[config.mk]
export PLATFORM = sky130hd
export DESIGN_NAME = rgb555_hue_invert_top
export DESIGN_NICKNAME = d
export VERILOG_FILES = /design/src/rtl/rhi_pkg.sv /design/src/rtl/rhi_split.sv /design/src/rtl/rhi_hue.sv /design/src/rtl/rhi_build.sv /design/src/rtl/rhi_skid.sv /design/src/rtl/rgb555_hue_invert_top.sv
export SDC_FILE = /design/constraint.sdc
export NUM_CORES = 2
export LEC_CHECK = 0
export ABC_AREA = 0
export ABC_CLOCK_PERIOD_IN_PS = 16200
export BUFFER_PORTS_ARGS = -buffer_cell sky130_fd_sc_hd__buf_4
export CORE_MARGIN = 4
export CORE_UTILIZATION = 41
export CTS_CLUSTER_SIZE = 20
export DETAILED_ROUTE_END_ITERATION = 8
export MAX_ROUTING_LAYER = met4
export PLACE_DENSITY = 0.67
export SLEW_MARGIN = 15
export SYNTH_ARGS = -nofsm -noshare
export SYNTH_HDL_FRONTEND = slang
export SYNTH_HIERARCHICAL = 1
export SYNTH_SLANG_ARGS = --single-unit
[constraint.sdc]
create_clock -name clk -period 16.2 [get_ports clk]
set_input_delay 1.62 -clock clk [delete_from_list [all_inputs] [get_ports clk]]
set_output_delay 1.62 -clock clk [all_outputs]
set_load 0.05 [all_outputs]
[src/rtl/rhi_pkg.sv]
package rhi_pkg;

    localparam int unsigned ChanW  = 5;
    localparam int unsigned ColorW = 3 * ChanW;
    localparam int unsigned QuotW  = 9;
    localparam int unsigned HueW   = 11;
    localparam int unsigned WeightW = 9;
    localparam int unsigned ScaleW = 13;
    localparam int unsigned PixW   = 10;

    // Hue is kept in 1/256 sextants; a full turn is six sextants.
    localparam logic [HueW-1:0] HUE_FULL   = 11'd1536;
    localparam logic [HueW-1:0] HUE_HALF   = 11'd768;
    localparam logic [HueW-1:0] BASE_GREEN = 11'd512;
    localparam logic [HueW-1:0] BASE_BLUE  = 11'd1024;
    localparam logic [ScaleW-1:0] CH_SCALE = 13'd7936;

    // ceil(2^20 / d): a multiply by this and a shift divides exactly for
    // the narrow dividends used here. Entry zero is never a real divisor.
    localparam int unsigned RecipW = 21;
    localparam logic [RecipW-1:0] RECIP_TABLE [32] = '{
        21'd0,      21'd1048576, 21'd524288, 21'd349526,
        21'd262144, 21'd209716,  21'd174763, 21'd149797,
        21'd131072, 21'd116509,  21'd104858, 21'd95326,
        21'd87382,  21'd80660,   21'd74899,  21'd69906,
        21'd65536,  21'd61681,   21'd58255,  21'd55189,
        21'd52429,  21'd49933,   21'd47663,  21'd45591,
        21'd43691,  21'd41944,   21'd40330,  21'd38837,
        21'd37450,  21'd36158,   21'd34953,  21'd33826
    };

    typedef enum logic [1:0] {
        MAX_RED,
        MAX_GREEN,
        MAX_BLUE
    } max_sel_t;

    // Hue quotient and saturation handed from the split to the hue stages.
    typedef struct packed {
        logic [ChanW-1:0] bright;
        logic [ChanW-1:0] sat;
        logic [QuotW-1:0] quot;
        logic             neg;
        max_sel_t         sel;
    } ratio_t;

    // Per-channel weights handed from the hue stages to the rebuild.
    typedef struct packed {
        logic [ChanW-1:0]            bright;
        logic [ChanW-1:0]            sat;
        logic [2:0][WeightW-1:0]     weight;
    } weight_t;

endpackage

[src/rtl/rhi_split.sv]
module rhi_split
    import rhi_pkg::*;
(
    input  logic              clk,
    input  logic              rst_n,
    input  logic              en,
    input  logic              in_valid,
    input  logic [ColorW-1:0] in_color,
    output logic              out_valid,
    output ratio_t            out_ratio
);

    logic [ChanW-1:0] r, g, b;
    logic [ChanW-1:0] bright_next, low_next, num_a, num_b;
    max_sel_t         sel_next;

    logic             v1_reg;
    logic [ChanW-1:0] bright1_reg, delta1_reg, mag1_reg;
    logic             neg1_reg;
    max_sel_t         sel1_reg;

    logic [25:0]      prod_q;
    logic [9:0]       sat_num;
    logic [30:0]      prod_s;
    ratio_t           ratio_next;

    logic             v2_reg;
    ratio_t           ratio_reg;

    // Stage 1: maximum, minimum and the signed hue numerator.
    always_comb
    begin
        r = in_color[ChanW-1:0];
        g = in_color[2*ChanW-1:ChanW];
        b = in_color[3*ChanW-1:2*ChanW];
        if (r >= g && r >= b)
        begin
            sel_next    = MAX_RED;
            bright_next = r;
            num_a       = g;
            num_b       = b;
        end
        else if (g >= b)
        begin
            sel_next    = MAX_GREEN;
            bright_next = g;
            num_a       = b;
            num_b       = r;
        end
        else
        begin
            sel_next    = MAX_BLUE;
            bright_next = b;
            num_a       = r;
            num_b       = g;
        end
        low_next = r;
        if (g < low_next)
        begin
            low_next = g;
        end
        if (b < low_next)
        begin
            low_next = b;
        end
    end

    always_ff @(posedge clk or negedge rst_n)
    begin
        if (!rst_n)
        begin
            v1_reg <= 1'b0;
        end
        else if (en)
        begin
            v1_reg <= in_valid;
        end
    end

    always_ff @(posedge clk)
    begin
        if (en)
        begin
            bright1_reg <= bright_next;
            delta1_reg  <= bright_next - low_next;
            neg1_reg    <= (num_a < num_b);
            mag1_reg    <= (num_a < num_b) ? (num_b - num_a) : (num_a - num_b);
            sel1_reg    <= sel_next;
        end
    end

    // Stage 2: both divisions by reciprocal multiply.
    always_comb
    begin
        prod_q  = 26'(mag1_reg) * 26'(RECIP_TABLE[delta1_reg]);
        sat_num = 10'(delta1_reg) * 10'd31;
        prod_s  = 31'(sat_num) * 31'(RECIP_TABLE[bright1_reg]);
        ratio_next.bright = bright1_reg;
        ratio_next.sat    = prod_s[24:20];
        ratio_next.quot   = prod_q[20:12];
        ratio_next.neg    = neg1_reg;
        ratio_next.sel    = sel1_reg;
    end

    always_ff @(posedge clk or negedge rst_n)
    begin
        if (!rst_n)
        begin
            v2_reg <= 1'b0;
        end
        else if (en)
        begin
            v2_reg <= v1_reg;
        end
    end

    always_ff @(posedge clk)
    begin
        if (en)
        begin
            ratio_reg <= ratio_next;
        end
    end

    assign out_valid = v2_reg;
    assign out_ratio = ratio_reg;

endmodule

[src/rtl/rhi_hue.sv]
module rhi_hue
    import rhi_pkg::*;
(
    input  logic    clk,
    input  logic    rst_n,
    input  logic    en,
    input  logic    in_valid,
    input  ratio_t  in_ratio,
    output logic    out_valid,
    output weight_t out_weight
);

    // Channel offsets for red, green and blue.
    localparam logic [HueW-1:0] OFFSETS [3] = '{11'd1280, 11'd768, 11'd256};

    function automatic logic [WeightW-1:0] tri_weight(input logic [HueW-1:0] k);
        logic [HueW-1:0] span;
        begin
            if (k <= 11'd512)
            begin
                span = k;
            end
            else if (k < BASE_BLUE)
            begin
                span = BASE_BLUE - k;
            end
            else
            begin
                span = '0;
            end
            tri_weight = (span > 11'd256) ? 9'd256 : span[WeightW-1:0];
        end
    endfunction

    logic signed [11:0] base_s, step_s, hue_s;
    logic [HueW-1:0]    hue_wrap;
    logic [11:0]        hue_adv;
    logic [HueW-1:0]    hue_next;

    logic               v3_reg;
    logic [HueW-1:0]    hue3_reg;
    logic [ChanW-1:0]   bright3_reg, sat3_reg;

    logic [11:0]        ksum;
    logic [HueW-1:0]    kval;
    weight_t            weight_next;

    logic               v4_reg;
    weight_t            weight_reg;

    // Stage 3: hue in sextant units, advanced by half a turn.
    always_comb
    begin
        case (in_ratio.sel)
            MAX_RED:   base_s = 12'sd0;
            MAX_GREEN: base_s = signed'(12'(BASE_GREEN));
            MAX_BLUE:  base_s = signed'(12'(BASE_BLUE));
            default:   base_s = 12'sd0;
        endcase
        step_s = signed'(12'(in_ratio.quot));
        if (in_ratio.neg)
        begin
            step_s = -step_s;
        end
        hue_s = base_s + step_s;
        if (hue_s < 12'sd0)
        begin
            hue_wrap = 11'(unsigned'(hue_s) + 12'(HUE_FULL));
        end
        else
        begin
            hue_wrap = 11'(unsigned'(hue_s));
        end
        hue_adv = 12'(hue_wrap) + 12'(HUE_HALF);
        if (hue_adv >= 12'(HUE_FULL))
        begin
            hue_next = 11'(hue_adv - 12'(HUE_FULL));
        end
        else
        begin
            hue_next = hue_adv[HueW-1:0];
        end
    end

    always_ff @(posedge clk or negedge rst_n)
    begin
        if (!rst_n)
        begin
            v3_reg <= 1'b0;
        end
        else if (en)
        begin
            v3_reg <= in_valid;
        end
    end

    always_ff @(posedge clk)
    begin
        if (en)
        begin
            hue3_reg    <= hue_next;
            bright3_reg <= in_ratio.bright;
            sat3_reg    <= in_ratio.sat;
        end
    end

    // Stage 4: triangular weight of each channel around the hue circle.
    always_comb
    begin
        weight_next.bright = bright3_reg;
        weight_next.sat    = sat3_reg;
        weight_next.weight = '0;
        ksum = '0;
        kval = '0;
        for (int i = 0; i < 3; i++)
        begin
            ksum = 12'(hue3_reg) + 12'(OFFSETS[i]);
            if (ksum >= 12'(HUE_FULL))
            begin
                kval = 11'(ksum - 12'(HUE_FULL));
            end
            else
            begin
                kval = ksum[HueW-1:0];
            end
            weight_next.weight[i] = tri_weight(kval);
        end
    end

    always_ff @(posedge clk or negedge rst_n)
    begin
        if (!rst_n)
        begin
            v4_reg <= 1'b0;
        end
        else if (en)
        begin
            v4_reg <= v3_reg;
        end
    end

    always_ff @(posedge clk)
    begin
        if (en)
        begin
            weight_reg <= weight_next;
        end
    end

    assign out_valid  = v4_reg;
    assign out_weight = weight_reg;

endmodule

[src/rtl/rhi_build.sv]
module rhi_build
    import rhi_pkg::*;
(
    input  logic              clk,
    input  logic              rst_n,
    input  logic              en,
    input  logic              in_valid,
    input  weight_t           in_weight,
    output logic              out_valid,
    output logic [ColorW-1:0] out_color
);

    logic [2:0][ScaleW-1:0] scale_next;
    logic [13:0]            sat_prod;

    logic                   v5_reg;
    logic [2:0][ScaleW-1:0] scale5_reg;
    logic [ChanW-1:0]       bright5_reg;

    logic [2:0][PixW-1:0]   pix_next;
    logic [17:0]            level;

    logic                   v6_reg;
    logic [2:0][PixW-1:0]   pix6_reg;

    logic [ColorW-1:0]      color_next;
    logic [25:0]            chan_prod;

    logic                   v7_reg;
    logic [ColorW-1:0]      color_reg;

    // Stage 5: 7936 - sat * weight per channel.
    always_comb
    begin
        sat_prod   = '0;
        scale_next = '0;
        for (int i = 0; i < 3; i++)
        begin
            sat_prod      = 14'(in_weight.sat) * 14'(in_weight.weight[i]);
            scale_next[i] = 13'(14'(CH_SCALE) - sat_prod);
        end
    end

    // Stage 6: scale by brightness, then drop the power-of-two part of 7936.
    always_comb
    begin
        level    = '0;
        pix_next = '0;
        for (int i = 0; i < 3; i++)
        begin
            level       = 18'(bright5_reg) * 18'(scale5_reg[i]);
            pix_next[i] = level[17:8];
        end
    end

    // Stage 7: the remaining divide by 31 as a reciprocal multiply.
    always_comb
    begin
        chan_prod  = '0;
        color_next = '0;
        for (int i = 0; i < 3; i++)
        begin
            chan_prod = 26'(pix6_reg[i]) * 26'(RECIP_TABLE[31]);
            color_next[i*ChanW +: ChanW] = chan_prod[24:20];
        end
    end

    always_ff @(posedge clk or negedge rst_n)
    begin
        if (!rst_n)
        begin
            v5_reg <= 1'b0;
            v6_reg <= 1'b0;
            v7_reg <= 1'b0;
        end
        else if (en)
        begin
            v5_reg <= in_valid;
            v6_reg <= v5_reg;
            v7_reg <= v6_reg;
        end
    end

    always_ff @(posedge clk)
    begin
        if (en)
        begin
            scale5_reg  <= scale_next;
            bright5_reg <= in_weight.bright;
            pix6_reg    <= pix_next;
            color_reg   <= color_next;
        end
    end

    assign out_valid = v7_reg;
    assign out_color = color_reg;

endmodule

[src/rtl/rhi_skid.sv]
module rhi_skid
    import rhi_pkg::*;
(
    input  logic              clk,
    input  logic              rst_n,
    input  logic              in_valid,
    output logic              in_ready,
    input  logic [ColorW-1:0] in_data,
    output logic              out_valid,
    input  logic              out_ready,
    output logic [ColorW-1:0] out_data
);

    logic              out_valid_reg, out_valid_next;
    logic              skid_valid_reg, skid_valid_next;
    logic [ColorW-1:0] out_data_reg, skid_data_reg;
    logic              take_in, drain;

    always_comb
    begin
        take_in         = in_valid && !skid_valid_reg;
        drain           = out_ready || !out_valid_reg;
        out_valid_next  = out_valid_reg;
        skid_valid_next = skid_valid_reg;
        if (drain)
        begin
            out_valid_next  = skid_valid_reg || take_in;
            skid_valid_next = 1'b0;
        end
        else if (take_in)
        begin
            skid_valid_next = 1'b1;
        end
    end

    always_ff @(posedge clk or negedge rst_n)
    begin
        if (!rst_n)
        begin
            out_valid_reg  <= 1'b0;
            skid_valid_reg <= 1'b0;
        end
        else
        begin
            out_valid_reg  <= out_valid_next;
            skid_valid_reg <= skid_valid_next;
        end
    end

    always_ff @(posedge clk)
    begin
        if (drain)
        begin
            out_data_reg <= skid_valid_reg ? skid_data_reg : in_data;
        end
        else if (take_in)
        begin
            skid_data_reg <= in_data;
        end
    end

    assign in_ready  = !skid_valid_reg;
    assign out_valid = out_valid_reg;
    assign out_data  = out_data_reg;

endmodule

[src/rtl/rgb555_hue_invert_top.sv]
// RGB555 hue inverter: each color transfer on the slave stream comes back
// on the master stream with its hue turned half way around the color
// circle, keeping brightness (the largest channel) and saturation.
// Both streams carry one RGB555 color per transfer in tdata bits 14:0
// (red 4:0, green 9:5, blue 14:10); bit 15 is unused on input and zero
// on output. There is no configuration and no state between colors.
// Path: a color accepted on the slave stream passes through seven pipeline
// stages and then the output register before it shows on m_tvalid/m_tdata.
// Throughput: one color per cycle, sustained while m_tready stays high,
// through the seven-stage pipeline; stage 2 chains two multiplies.
// Stalls: when the receiver drops m_tready the result holds on the output
// register and one more result lands in the skid register; after that
// s_tready falls and the whole pipeline freezes in place, so nothing is
// lost or repeated. s_tready depends only on registered state.
// Reset: rst_n clears every valid bit at once; s_tready stays high, so the
// block accepts a new transfer as soon as reset is released.
module rgb555_hue_invert_top
    import rhi_pkg::*;
(
    input  logic        clk,
    input  logic        rst_n,
    input  logic        s_tvalid,
    output logic        s_tready,
    input  logic [15:0] s_tdata,   // color_in[14:0], pad[15]
    output logic        m_tvalid,
    input  logic        m_tready,
    output logic [15:0] m_tdata    // color_out[14:0], zero[15]
);

    logic              en;
    logic              split_valid, hue_valid, build_valid;
    ratio_t            split_ratio;
    weight_t           hue_weight;
    logic [ColorW-1:0] build_color, out_color;

    // The pipeline moves whenever the skid stage can take its last item.
    assign s_tready = en;

    // Stages 1 and 2: channel extremes, hue quotient and saturation.
    rhi_split u_split
    (
        .clk       (clk),
        .rst_n     (rst_n),
        .en        (en),
        .in_valid  (s_tvalid),
        .in_color  (s_tdata[ColorW-1:0]),
        .out_valid (split_valid),
        .out_ratio (split_ratio)
    );

    // Stages 3 and 4: rotated hue and per-channel weights.
    rhi_hue u_hue
    (
        .clk        (clk),
        .rst_n      (rst_n),
        .en         (en),
        .in_valid   (split_valid),
        .in_ratio   (split_ratio),
        .out_valid  (hue_valid),
        .out_weight (hue_weight)
    );

    // Stages 5 to 7: rebuild the three channels.
    rhi_build u_build
    (
        .clk       (clk),
        .rst_n     (rst_n),
        .en        (en),
        .in_valid  (hue_valid),
        .in_weight (hue_weight),
        .out_valid (build_valid),
        .out_color (build_color)
    );

    // Output register plus skid slot; its ready is the pipeline enable.
    rhi_skid u_skid
    (
        .clk       (clk),
        .rst_n     (rst_n),
        .in_valid  (build_valid),
        .in_ready  (en),
        .in_data   (build_color),
        .out_valid (m_tvalid),
        .out_ready (m_tready),
        .out_data  (out_color)
    );

    assign m_tdata = {1'b0, out_color};

endmodule
==> metrics.md <==
| Metric | Value |
|---|---|
| Status | `finished clean` |
| Vias/cell | `5.13` |
| Period minus WS final | `8.75 ns` |
| Placeable Area | `79000 sq um` |
| WP data required | `16.53 ns` |
| Fill cells | `7541` |
| Largest family of logic cells by synthesized area | `adder cells` |
| RSZ-0062 raised after global routing | `no` |
| Clk_lat worst skew | `0.59 ns` |
| Crit path max-delay cell type | `xnor2_2` |
| Crit Path Class | `flip-flop to flip-flop` |
| Cell Count Post-Placement | `4448` |
| Crit path largest cell delay | `0.69 ns` |
| Sequential fraction of the synthesis area | `0.206` |
| Antenna fix cells | `0` |
| Clk buf depth | `3` |
| Final std cells w/o fill | `4502` |
| Die width | `290 microns` |
| Endpoint class of the critical path | `flip-flop` |
| Final Skew | `0.0236 ns` |
| CTS tree | `built` |
| Synth Area in Compound Gates | `0.109` |
| Post-cts sizing count | `0` |
| Netlist cell types | `119` |
| GPL Wtd Cong | `0.877` |
| Commonest cells post-synth | `inv_1, ha_1, fa_1, nand2_1, nor2_1` |
| Top-Level Pins | `38` |
| Number of synthesized flops with an enable pin | `217` |
| Achievable frequency | `114 MHz` |
| Hold_buf cts | `0` |
| Area growth from synthesis to layout | `6.88%` |
| Mux cell area share after synthesis | `0.0177` |
| IO Port Bufs | `35` |
| TritonCTS buffer count | `28` |
| Tcrit/Tclk final | `0.540` |
| Worst relative slew slack | `0.210` |
| Finish-stage setup viols | `0` |
| Layout cells sized above 1 | `0.0701` |
| Vias in the first global route | `23500` |
| Max H-tree Level | `1` |
| WL final | `63200 microns` |
| Detailed-placement wirelength estimate | `49600 microns` |
| Initial DRC Count | `1263` |
| Cell Rows | `103` |
| Synth Flop Type | `edfxtp_1` |
| Via count | `23100` |
| Starting Density | `0.413` |
| Mapped Cells | `3454` |
| Top cell by count, worst path | `fa_1` |
| Setup WS pre-CTS | `7.45 ns` |
| Yosys warns | `6` |
| GRT Total Usage | `0.157` |
| First-pass GRT wire length | `112000 microns` |
| CP Launch Type | `flip-flop` |
| Max reg flops | `39` |
| # clock sinks | `226` |
| Critical-path maximum fanout | `34` |
| Xor and xnor area share after synthesis | `0.0351` |
| Final worst-path setup slack | `7.45 ns` |
| Max Slew Vio Count | `0` |
| Synth Cell Area | `32700 sq um` |
| Synth Net Count | `4262` |
| Largest net degree at the start of global routing | `86` |
| Final Hold Viols | `0` |
| DIE HEIGHT | `290 microns` |
| Post-Synth Simple-Gate Area | `0.164` |
| Final net count | `4238` |
| Grt ovf | `0` |
| Most frequent cell after synthesis | `inv_1` |
| DRC | `0` |
| Antenna violations before repair | `0` |
| Worst min path class | `flip-flop to flip-flop` |
| Setup Fix Bufs, Post-CTS | `0` |
| TNS Setup | `0 ns` |
| Synth area leaders | `fa_1, edfxtp_1, ha_1` |
| Die area | `84200 sq um` |
| Syn Area/Cell | `9.46 sq um` |
| Crit path DAT | `9.07 ns` |
| Ys async rst share | `0.0398` |
| Drt pass-1 iters | `5` |
| Clock Tree Root | `clkbuf_16` |
| Transition time at the pin with the least slew margin | `1.18 ns` |
| Synth Area in Adders | `0.386` |
| Max cap viols | `0` |
| WL/cell | `14.0 microns` |
| Synthesis-stage register bit count | `226` |
| Area leader, netlist | `fa_1` |
| Antenna Nets Post-Route | `0` |
| Yosys top cell area share | `0.224` |
| CTS clk-pin slew, worst paths | `0.06 ns` |
kinds of logic after synthesis:
kind of cell    count (synthesis)
mux                            48
xor+xnor                      126
flops                         226
compound gates                505
buf+inv                       688
simple gates                 1072
fa+ha+maj                     788
other cells                     1
critical path, delay by kind of cell (launching register included):
family	cells	cell delay, ns
adders and majority gates	10	4.28
AOI/OAI and AO/OA	11	1.88
xor gates and xnor gates	2	0.76
and+or+nand+nor	2	0.31
buffers and inverters	6	0.94
DFF	1	0.32
metal layers:
layer	global-route usage	part of all wire
met1	0.209	0.46
met4	0.0279	0.017
met2	0.264	0.48
met5	-	0
met3	0.0151	0.041
metrics by stage:
step                      hold slack [ns]   util  cell area [sq um]
after floorplan                     0.400      -              32700
after CTS                           0.402  0.441              34900
final                               0.402  0.442              34900
after global placement              0.402  0.429              33900
after global routing                0.402  0.442              34900
after detailed placement            0.405  0.429              33900
worst paths after layout:
path,slack [ns],start,to,depth (start not counted)
max reg2reg,7.45,u_split/delta1_reg[2],u_split/out_ratio[12],31
min in group asynchronous,0.84,rst_n,u_split/v1_reg,1
max,7.45,u_split/delta1_reg[2],u_split/out_ratio[12],31
min,0.40,u_hue/bright3_reg[2],u_hue/out_weight[34],0
min reg2reg,0.40,u_hue/bright3_reg[2],u_hue/out_weight[34],0
max in group asynchronous,15.22,rst_n,u_build/v5_reg,1
area by class of cell:
class	count	area [sq um]	area share
Timing Repair Buffer	62	480	0.0138
Clock buffer	33	762	0.0218
Sequential cell	226	6740	0.193
Multi-Input combinational cell	2540	23300	0.666
Tap cell	1050	1310	0.0376
Clock inverter	19	191	0.00548
Inverter	572	2150	0.0617
cell usage in the layout (no fill, tap or decap), types with 9 or more instances in the layout:
master / n
inv_1: 567
ha_1: 423
fa_1: 365
nand2_1: 335
nor2_1: 234
edfxtp_1: 217
and2_1: 214
a21oi_1: 119
o21ai_0: 96
xnor2_1: 92
buf_4: 60
nand2b_1: 59
a21o_1: 51
nor3_1: 36
nand3_1: 32
or2_2: 31
clkbuf_16: 30
xor2_1: 29
nor2b_1: 28
a22oi_1: 21
o211ai_1: 20
a211oi_1: 20
a31oi_1: 20
mux2_2: 19
mux2i_1: 19
o21a_1: 16
or3_1: 14
and3_1: 14
o21ai_1: 14
nand4_1: 14
nor4_1: 12
dfrtp_1: 9
Power is not shown: default switching activity piles up to over one toggle a cycle in this logic, so the estimate is an artifact.
